## src/rtl/matrix_sort_plus_transpose_core_assert.svh

```systemverilog
// assertion macros for the matrix sort plus transpose core
`ifndef MATRIX_SORT_PLUS_TRANSPOSE_CORE_ASSERT_SVH
`define MATRIX_SORT_PLUS_TRANSPOSE_CORE_ASSERT_SVH
`ifndef SYNTHESIS
// clocked check, disabled while reset is asserted
`define MSPT_ASSERT(lbl, prop, msg) \
  lbl: assert property (@(posedge clk_i) disable iff (!rst_ni) (prop)) else $error(msg);
// clocked check that also holds during reset
`define MSPT_ASSERT_ALWAYS(lbl, prop, msg) \
  lbl: assert property (@(posedge clk_i) (prop)) else $error(msg);
`else
`define MSPT_ASSERT(lbl, prop, msg)
`define MSPT_ASSERT_ALWAYS(lbl, prop, msg)
`endif
`endif

```

## src/rtl/mspt_pkg.sv

```systemverilog
// shared types, constants and helpers for the matrix sort plus transpose core
`default_nettype none
package mspt_pkg;

  localparam int unsigned MAX_DIM     = 8;
  localparam int unsigned STORE_DEPTH = MAX_DIM * MAX_DIM;
  localparam int unsigned ADDR_W      = $clog2(STORE_DEPTH);
  localparam int unsigned CNT_W       = $clog2(STORE_DEPTH + 1);
  localparam int unsigned IDX_W       = $clog2(MAX_DIM);
  localparam int unsigned DIM_W       = 4;
  localparam int unsigned DATA_W      = 16;
  localparam int unsigned SUM_W       = DATA_W + 1;
  localparam int unsigned STEP_W      = $clog2(STORE_DEPTH + 2);

  // sequencer states, one-hot
  typedef enum logic [2:0] {
    ST_LOAD = 3'b001,
    ST_SORT = 3'b010,
    ST_OUT  = 3'b100
  } state_e;

  // clamp a raw dim write into 1..MAX_DIM
  function automatic logic [DIM_W-1:0] active_dim(input logic [DIM_W-1:0] raw);
    logic [DIM_W-1:0] d;
    d = raw;
    if (d == '0) begin
      d = DIM_W'(1);
    end else if (d > DIM_W'(MAX_DIM)) begin
      d = DIM_W'(MAX_DIM);
    end
    return d;
  endfunction

  // element count of a dim by dim matrix
  function automatic logic [CNT_W-1:0] dim_square(input logic [DIM_W-1:0] d);
    logic [2*DIM_W-1:0] p;
    p = d * d;
    return p[CNT_W-1:0];
  endfunction

endpackage
`default_nettype wire

```

## src/rtl/mspt_ram.sv

```systemverilog
// generic ram: one write port, two registered read ports
`default_nettype none
module mspt_ram #(
  parameter int unsigned WIDTH = 16,
  parameter int unsigned DEPTH = 64,
  localparam int unsigned AW   = $clog2(DEPTH)
) (
  input  wire logic             clk_i,
  input  wire logic             we_i,
  input  wire logic [AW-1:0]    waddr_i,
  input  wire logic [WIDTH-1:0] wdata_i,
  input  wire logic [AW-1:0]    raddr_a_i,
  output logic      [WIDTH-1:0] rdata_a_o,
  input  wire logic [AW-1:0]    raddr_b_i,
  output logic      [WIDTH-1:0] rdata_b_o
);

  logic [WIDTH-1:0] mem_q [DEPTH];

  // write port
  always_ff @(posedge clk_i) begin
    if (we_i) begin
      mem_q[waddr_i] <= wdata_i;
    end
  end

  // registered reads
  always_ff @(posedge clk_i) begin
    rdata_a_o <= mem_q[raddr_a_i];
    rdata_b_o <= mem_q[raddr_b_i];
  end

endmodule
`default_nettype wire

```

## src/rtl/matrix_sort_plus_transpose_core.sv

```systemverilog
// top level: loads a square matrix, sorts it, streams sorted/transposed pairs
//
//  channel   | ports                                    | handshake
//  ----------+------------------------------------------+-------------------------
//  element   | start_i, busy_o, element_i               | taken when start & !busy
//  config    | cfg_valid_i, cfg_ready_o, cfg_dim_i      | taken when valid & ready
//  result    | res_valid_o, sorted_value_o,             | one-cycle strobe, no stall
//            | transposed_value_o, pair_sum_o, final_res_o |
//
// loading takes at most one element per cycle; busy stays low until the last one,
// except while a config write is offered.
// with N = dim*dim the sort is a bubble sort over the store memory, pass by pass,
// using one compare/select unit and one read port of the memory.
// the N results then follow one per cycle, through the store read and result registers.
// a config write clears the partial load; reset gives dim 8, store contents undefined.
// the receiver cannot stall: results are never held back.
`default_nettype none
`include "matrix_sort_plus_transpose_core_assert.svh"
module matrix_sort_plus_transpose_core (
  input  wire logic                                clk_i,
  input  wire logic                                rst_ni,
  input  wire logic                                start_i,
  output logic                                     busy_o,
  input  wire logic signed [mspt_pkg::DATA_W-1:0]  element_i,
  input  wire logic                                cfg_valid_i,
  output logic                                     cfg_ready_o,
  input  wire logic        [mspt_pkg::DIM_W-1:0]   cfg_dim_i,
  output logic                                     res_valid_o,
  output logic signed      [mspt_pkg::DATA_W-1:0]  sorted_value_o,
  output logic signed      [mspt_pkg::DATA_W-1:0]  transposed_value_o,
  output logic signed      [mspt_pkg::SUM_W-1:0]   pair_sum_o,
  output logic                                     final_res_o
);

  mspt_pkg::state_e                 state_q, state_d;
  logic [mspt_pkg::DIM_W-1:0]       dim_q, dim_d;
  logic [mspt_pkg::CNT_W-1:0]       total_q, total_d;
  logic [mspt_pkg::CNT_W-1:0]       cnt_q, cnt_d;
  logic [mspt_pkg::ADDR_W-1:0]      pass_last_q, pass_last_d;
  logic [mspt_pkg::STEP_W-1:0]      step_q, step_d;
  logic [mspt_pkg::DATA_W-1:0]      cur_q, cur_d;
  logic [mspt_pkg::IDX_W-1:0]       row_q, row_d, col_q, col_d;
  logic [mspt_pkg::ADDR_W-1:0]      addr_a_q, addr_a_d, addr_b_q, addr_b_d;
  logic                             rd_vld_q, rd_last_q;
  logic                             res_vld_q, res_last_q;
  logic [mspt_pkg::DATA_W-1:0]      res_b_q, res_c_q;
  logic [mspt_pkg::SUM_W-1:0]       res_sum_q;

  logic                             cfg_req, elem_req;
  logic                             ram_we;
  logic [mspt_pkg::ADDR_W-1:0]      ram_waddr, ram_raddr_a;
  logic [mspt_pkg::DATA_W-1:0]      ram_wdata, ram_rdata_a, ram_rdata_b;
  logic [mspt_pkg::IDX_W-1:0]       dim_m1;
  logic [mspt_pkg::STEP_W-1:0]      pass_end;
  logic                             out_last;
  logic                             rd_less;

  // handshakes
  assign cfg_ready_o = (state_q == mspt_pkg::ST_LOAD);
  assign cfg_req     = cfg_valid_i & cfg_ready_o;
  assign busy_o      = (state_q != mspt_pkg::ST_LOAD) | cfg_valid_i;
  assign elem_req    = start_i & ~busy_o;

  assign dim_m1   = mspt_pkg::IDX_W'(dim_q - mspt_pkg::DIM_W'(1));
  assign out_last = (row_q == dim_m1) & (col_q == dim_m1);
  assign pass_end = mspt_pkg::STEP_W'(pass_last_q) + mspt_pkg::STEP_W'(2);
  // shared compare unit: incoming word against the carried maximum
  assign rd_less  = $signed(ram_rdata_a) < $signed(cur_q);

  // sequencer
  always_comb begin
    state_d     = state_q;
    dim_d       = dim_q;
    total_d     = total_q;
    cnt_d       = cnt_q;
    pass_last_d = pass_last_q;
    step_d      = step_q;
    cur_d       = cur_q;
    row_d       = row_q;
    col_d       = col_q;
    addr_a_d    = addr_a_q;
    addr_b_d    = addr_b_q;
    ram_we      = 1'b0;
    ram_waddr   = cnt_q[mspt_pkg::ADDR_W-1:0];
    ram_wdata   = element_i;
    ram_raddr_a = addr_a_q;
    unique case (state_q)
      mspt_pkg::ST_LOAD: begin
        if (cfg_req) begin
          dim_d   = mspt_pkg::active_dim(cfg_dim_i);
          total_d = mspt_pkg::dim_square(mspt_pkg::active_dim(cfg_dim_i));
          cnt_d   = '0;
        end else if (elem_req) begin
          ram_we = 1'b1;
          if (cnt_q + mspt_pkg::CNT_W'(1) == total_q) begin
            cnt_d       = '0;
            state_d     = mspt_pkg::ST_SORT;
            pass_last_d = mspt_pkg::ADDR_W'(total_q - mspt_pkg::CNT_W'(1));
            step_d      = '0;
          end else begin
            cnt_d = cnt_q + mspt_pkg::CNT_W'(1);
          end
        end
      end
      mspt_pkg::ST_SORT: begin
        ram_raddr_a = step_q[mspt_pkg::ADDR_W-1:0];
        if (pass_last_q == '0) begin
          // sorted: set up the output walk
          state_d  = mspt_pkg::ST_OUT;
          row_d    = '0;
          col_d    = '0;
          addr_a_d = '0;
          addr_b_d = '0;
        end else if (step_q == pass_end) begin
          // close the pass with the carried maximum
          ram_we      = 1'b1;
          ram_waddr   = pass_last_q;
          ram_wdata   = cur_q;
          pass_last_d = pass_last_q - mspt_pkg::ADDR_W'(1);
          step_d      = '0;
        end else begin
          step_d = step_q + mspt_pkg::STEP_W'(1);
          if (step_q == mspt_pkg::STEP_W'(1)) begin
            cur_d = ram_rdata_a;
          end else if (step_q != '0) begin
            ram_we    = 1'b1;
            ram_waddr = mspt_pkg::ADDR_W'(step_q - mspt_pkg::STEP_W'(2));
            if (rd_less) begin
              ram_wdata = ram_rdata_a;
            end else begin
              ram_wdata = cur_q;
              cur_d     = ram_rdata_a;
            end
          end
        end
      end
      mspt_pkg::ST_OUT: begin
        addr_a_d = addr_a_q + mspt_pkg::ADDR_W'(1);
        if (col_q == dim_m1) begin
          col_d    = '0;
          row_d    = row_q + mspt_pkg::IDX_W'(1);
          addr_b_d = mspt_pkg::ADDR_W'(row_q) + mspt_pkg::ADDR_W'(1);
        end else begin
          col_d    = col_q + mspt_pkg::IDX_W'(1);
          addr_b_d = addr_b_q + mspt_pkg::ADDR_W'(dim_q);
        end
        if (out_last) begin
          state_d = mspt_pkg::ST_LOAD;
        end
      end
      default: begin
        state_d = mspt_pkg::ST_LOAD;
      end
    endcase
  end

  // control registers
  always_ff @(posedge clk_i or negedge rst_ni) begin
    if (!rst_ni) begin
      state_q     <= mspt_pkg::ST_LOAD;
      dim_q       <= mspt_pkg::DIM_W'(mspt_pkg::MAX_DIM);
      total_q     <= mspt_pkg::CNT_W'(mspt_pkg::STORE_DEPTH);
      cnt_q       <= '0;
      pass_last_q <= '0;
      step_q      <= '0;
      row_q       <= '0;
      col_q       <= '0;
      addr_a_q    <= '0;
      addr_b_q    <= '0;
      rd_vld_q    <= 1'b0;
      rd_last_q   <= 1'b0;
      res_vld_q   <= 1'b0;
      res_last_q  <= 1'b0;
    end else begin
      state_q     <= state_d;
      dim_q       <= dim_d;
      total_q     <= total_d;
      cnt_q       <= cnt_d;
      pass_last_q <= pass_last_d;
      step_q      <= step_d;
      row_q       <= row_d;
      col_q       <= col_d;
      addr_a_q    <= addr_a_d;
      addr_b_q    <= addr_b_d;
      rd_vld_q    <= (state_q == mspt_pkg::ST_OUT);
      rd_last_q   <= (state_q == mspt_pkg::ST_OUT) & out_last;
      res_vld_q   <= rd_vld_q;
      res_last_q  <= rd_last_q;
    end
  end

  // payload registers
  always_ff @(posedge clk_i) begin
    cur_q <= cur_d;
    if (rd_vld_q) begin
      res_b_q   <= ram_rdata_a;
      res_c_q   <= ram_rdata_b;
      res_sum_q <= {ram_rdata_a[mspt_pkg::DATA_W-1], ram_rdata_a}
                 + {ram_rdata_b[mspt_pkg::DATA_W-1], ram_rdata_b};
    end
  end

  // value store
  mspt_ram #(
    .WIDTH (mspt_pkg::DATA_W),
    .DEPTH (mspt_pkg::STORE_DEPTH)
  ) u_store (
    .clk_i     (clk_i),
    .we_i      (ram_we),
    .waddr_i   (ram_waddr),
    .wdata_i   (ram_wdata),
    .raddr_a_i (ram_raddr_a),
    .rdata_a_o (ram_rdata_a),
    .raddr_b_i (addr_b_q),
    .rdata_b_o (ram_rdata_b)
  );

  // result ports
  assign res_valid_o        = res_vld_q;
  assign final_res_o        = res_last_q;
  assign sorted_value_o     = res_b_q;
  assign transposed_value_o = res_c_q;
  assign pair_sum_o         = res_sum_q;

  // checks
  `MSPT_ASSERT(a_cnt_in_range,
               (state_q == mspt_pkg::ST_LOAD) |-> (cnt_q < total_q),
               "load count past matrix size")
  `MSPT_ASSERT(a_final_has_strobe, final_res_o |-> res_valid_o,
               "final flag without result strobe")
  `MSPT_ASSERT(a_final_ends_burst, final_res_o |=> !res_valid_o,
               "result strobe right after final")
  `MSPT_ASSERT(a_out_after_sort,
               (state_q == mspt_pkg::ST_OUT) |-> ($past(state_q) != mspt_pkg::ST_LOAD),
               "output walk started without sort")
  `MSPT_ASSERT_ALWAYS(a_no_strobe_in_reset, !rst_ni |=> !res_valid_o,
                      "result strobe during reset")

endmodule
`default_nettype wire
```

## config.mk

```make
export PLATFORM = sky130hd
export DESIGN_NAME = matrix_sort_plus_transpose_core
export DESIGN_NICKNAME = d
export VERILOG_FILES = /design/src/rtl/mspt_pkg.sv /design/src/rtl/mspt_ram.sv /design/src/rtl/matrix_sort_plus_transpose_core.sv
export VERILOG_INCLUDE_DIRS = /design/src /design/src/rtl
export SDC_FILE = /design/constraint.sdc
export NUM_CORES = 2
export LEC_CHECK = 0
export BUFFER_PORTS_ARGS = -buffer_cell sky130_fd_sc_hd__buf_2
export CORE_MARGIN = 2
export CORE_UTILIZATION = 40
export DETAILED_ROUTE_END_ITERATION = 10
export PLACE_DENSITY_LB_ADDON = 0.05
export SYNTH_ARGS = -nofsm -noshare
export SYNTH_HDL_FRONTEND = slang
export SYNTH_SLANG_ARGS = --single-unit
```

## constraint.sdc

```tcl
create_clock -name clk_i -period 7.3 [get_ports clk_i]
set_input_delay 1.095 -clock clk_i [delete_from_list [all_inputs] [get_ports clk_i]]
set_output_delay 1.095 -clock clk_i [all_outputs]
set_load 0.1 [all_outputs]
```

==> flow_summary_export.csv <==
group,metric,value,unit
sta,final-setup-viol-count,0,
placement,dp_cells,4920,
synth,synth_seq_cells,1175,
cts,cts_buffers,135,
drt,wl_per_cell,39.7,µm
synth,synthAdderAreaFrac,0.0125,
final_layout,final_layout_size_suffix_gt1_frac,0.303,
sta,rsz0062_at_grt,"no",
sta,finalHoldViolations,0,
final_layout,mostFrequentLayoutCells,"edfxtp_1, mux4_2, nand2_1, clkbuf_16, buf_4",
final_layout,area.growth.synth_to_final,13.5,%
pwr,total_power,0.0149,W
synth,synthesis.area,55100,µm²
drt,met1Wirelength,81300,µm
hold_path,hp-class,"reg -> reg",
synth,synth_compound_gate_area_share,0.0489,
synth,ys_seq_area_frac,0.630,
synth,syn_area_per_cell,17.5,µm²
synth,yosys_warnings,0,
cts,cts_sink_cnt,1175,
drt,routed-via-count,34099,
cts,clockRootBuffer,"clkbuf_16",
worst_setup_path,worstPathArrival,5.37,ns
placement,gp_congestion,0.929,
synth,syn-instance-count,3148,
worst_setup_path,required_time_of_the_critical_path,7.68,ns
drt,topRoutingLayerUsed,"met5",
synth,synth_enable_flop_cells,1089,
floorplan,dieArea,141000,µm²
sta,finClkSkew,0.0261,ns
worst_setup_path,criticalPathCategory,"reg -> reg",
final_layout,final_cell_count_no_fill,5170,
final_layout,nNetsFinal,3340,
sta,final_worst_path_cycle_share,0.684,
outcome,outcome,"finished, final reports clean",
floorplan,die_extent_in_x,375,µm
grt,grt_first_pass_wirelength,281000,µm
sta,report.final.slew_viol_count,0,
cts,post_cts.repair.setup_buffers,0,
worst_setup_path,cp-start-kind,"flip-flop",
drt,detail_route.drc_violations,0,
floorplan,floorplan.initialDensity,0.402,
cts,clock_path_buffers,3,
final_layout,seqCellArea,34700,µm²
worst_setup_path,worstSetupStartpoint,"state_q[0]",
worst_setup_path,critical_path_peak_fanout,17,
cts,cts_hold_buf,0,
sta,achievable-frequency,200,MHz
synth,synth-async-reset-ratio,0.0460,
synth,post_synth_xor_area_fraction,0.00716,
grt,initial_antenna_violation_count,29,
drt,drt-initial-drc-count,4280,
sta,final.setup.tns,0,ns
final_layout,filler_instances,11583,
final_layout,final_common_cell,"edfxtp_1",
synth,dominant_combinational_cell_family_by_area_after_synthesis,"multiplexers",
drt,met2_length,95300,µm
cts,post_cts_resized,0,
run,max_capacitance_violation_count,0,
placement,detailed_place_hpwl,140000,µm
floorplan,chipHeight,375,µm
cts,htree_levels,4,
sta,tightest_slew,1.39,ns
synth,ys.flop_type,"edfxtp_1",
synth,post_synth_mux_area_share,0.224,
floorplan,top_level_ports,77,
synth,synth_simple_gate_area_share,0.0556,
worst_setup_path,timing.rr.start,"state_q[0]",
placement,port-buffer-count,76,
drt,route.final.wire_length,205000,µm
drt,ant_nets,0,
grt,globalRouteTotalUtil,0.292,
drt,met3_wirelength,19200,µm
hold_path,min-delay-start,"rd_last_q",
synth,yosysUniqueCellTypes,83,
grt,vias_in_the_first_global_route,33054,
drt,routed_via_density,6.60,
sta,relSlewSlack,0.0744,
grt,grt_max_degree,111,
pwr,p_leak,19.2,nW
cts,clock_latency_on_the_worst_skew_pair,0.78,ns
cts,cts_tree,"built",
drt,drt_first_pass_iters,5,
final_layout,multi_input_area,19700,µm²
pwr,cellPowerDensity,238,nW/µm²
cts,clk_pin_slew,0.05,ns
floorplan,core.rowCount,136,
worst_setup_path,ff2ff_setup_slack,2.30,ns
worst_setup_path,endpoint_kind,"flip-flop",
pwr,max-vdd-ir-drop,0.193,mV
sta,finalCriticalPeriod,5.00,ns
floorplan,core-area,137000,µm²
grt,grt_overflow_total,0,
sequential cells by signal, indices dropped and copies added (netlist names):
name and flops:
res_valid_o 1, state_q 3, u_store.rdata_a_o 16, cnt_q 7, sorted_value_o 16, pair_sum_o 17, addr_b_q 6, pass_last_q 6
step_q 7, dim_q 4, col_q 3, final_res_o 1, total_q 5, u_store.mem_q 1024, transposed_value_o 16, cur_q 16
rd_vld_q 1, row_q 3, rd_last_q 1, addr_a_q 6, u_store.rdata_b_o 16
cells in the mapped netlist (17+ instances only):
| cell | count | area [µm²] |
|---|---|---|
| buf_1 | 31 | 116 |
| buf_2 | 46 | 230 |
| a32oi_1 | 39 | 342 |
| inv_1 | 39 | 146 |
| xnor2_1 | 24 | 210 |
| clkbuf_1 | 110 | 413 |
| o22ai_1 | 17 | 106 |
| mux4_2 | 518 | 11700 |
| a21oi_1 | 39 | 195 |
| nor3_1 | 43 | 215 |
| mux2i_1 | 53 | 531 |
| and4_1 | 18 | 158 |
| a22oi_1 | 70 | 526 |
| nor2_1 | 100 | 375 |
| nand4_1 | 32 | 200 |
| xor2_1 | 21 | 184 |
| dfxtp_1 | 32 | 641 |
| edfxtp_1 | 1089 | 32700 |
| ha_1 | 50 | 626 |
| o21ai_0 | 61 | 305 |
| buf_6 | 22 | 248 |
| dfrtp_1 | 51 | 1280 |
| a31oi_1 | 57 | 357 |
| nand2_1 | 283 | 1060 |
| nand3_1 | 96 | 480 |
critical path, cell delays in order (launching register included):
cell	delay [ns]
dfstp_2	0.56
or3b_1	0.75
buf_4	0.35
a21oi_1	0.06
buf_4	0.21
nand3_1	0.08
a22oi_1	0.09
a221oi_1	0.54
nand3_1	0.79
nor2_2	1.17
final timing paths:
| kind | end | depth (start not counted) |
|---|---|---|
| setup / recovery | u_store.mem_q[41][4] | 9 |
| hold / removal | final_res_o | 0 |
| setup reg to reg | u_store.mem_q[41][4] | 9 |
| hold reg to reg | final_res_o | 0 |
| max in group asynchronous | addr_b_q[0] | 2 |
| min in group asynchronous | total_q[3] | 2 |
power by group:
| part | leakage (nW) | switching, W | internal (W) |
|---|---|---|---|
| clock network | 2.10 | 0.00283 | 0.00387 |
| logic | 6.35 | 0.000467 | 0.000186 |
| registers | 10.8 | 0.000104 | 0.00741 |
| total | 19.2 | 0.00340 | 0.0115 |
layer usage:
metal  vias up  global-route usage
met5         -                   0
met4        10               0.125
met3       307              0.0629
met2      1995               0.451
met1     18390               0.401
li1      13397                   -
area by class of cell:
cell class	count	share of cell area
repair buffers	192	0.0216
multi-input cells	1720	0.316
clock inverters	77	0.0110
clock buffers	168	0.0577
well taps	1794	0.0359
flip-flops and latches	1175	0.556
diodes	5	0.000200
inverters	39	0.00234
per-stage QoR:
stage | worst slack, ns | area (µm²) | util | hold slack [ns]
3_5_place_dp | 2.34 | 58200 | 0.425 | 0.346
4_1_cts | 2.32 | 62500 | 0.456 | 0.354
2_1_floorplan | 1.67 | 55100 | - | 0.331
6_report | 2.30 | 62500 | 0.456 | 0.356
3_3_place_gp | 2.43 | 58200 | 0.425 | 0.344
5_1_grt | 1.98 | 62500 | 0.456 | 0.369
logic make-up after synthesis:
family	count (synthesis)
adder cells (fa/ha/maj)	53
XOR/XNOR	45
other	1
AO/OA/AOI/OAI	384
buffers and inverters	254
flip-flops	1175
multiplexers	581
AND/OR/NAND/NOR	655
Note: power is estimated with default switching activity, not from simulation.
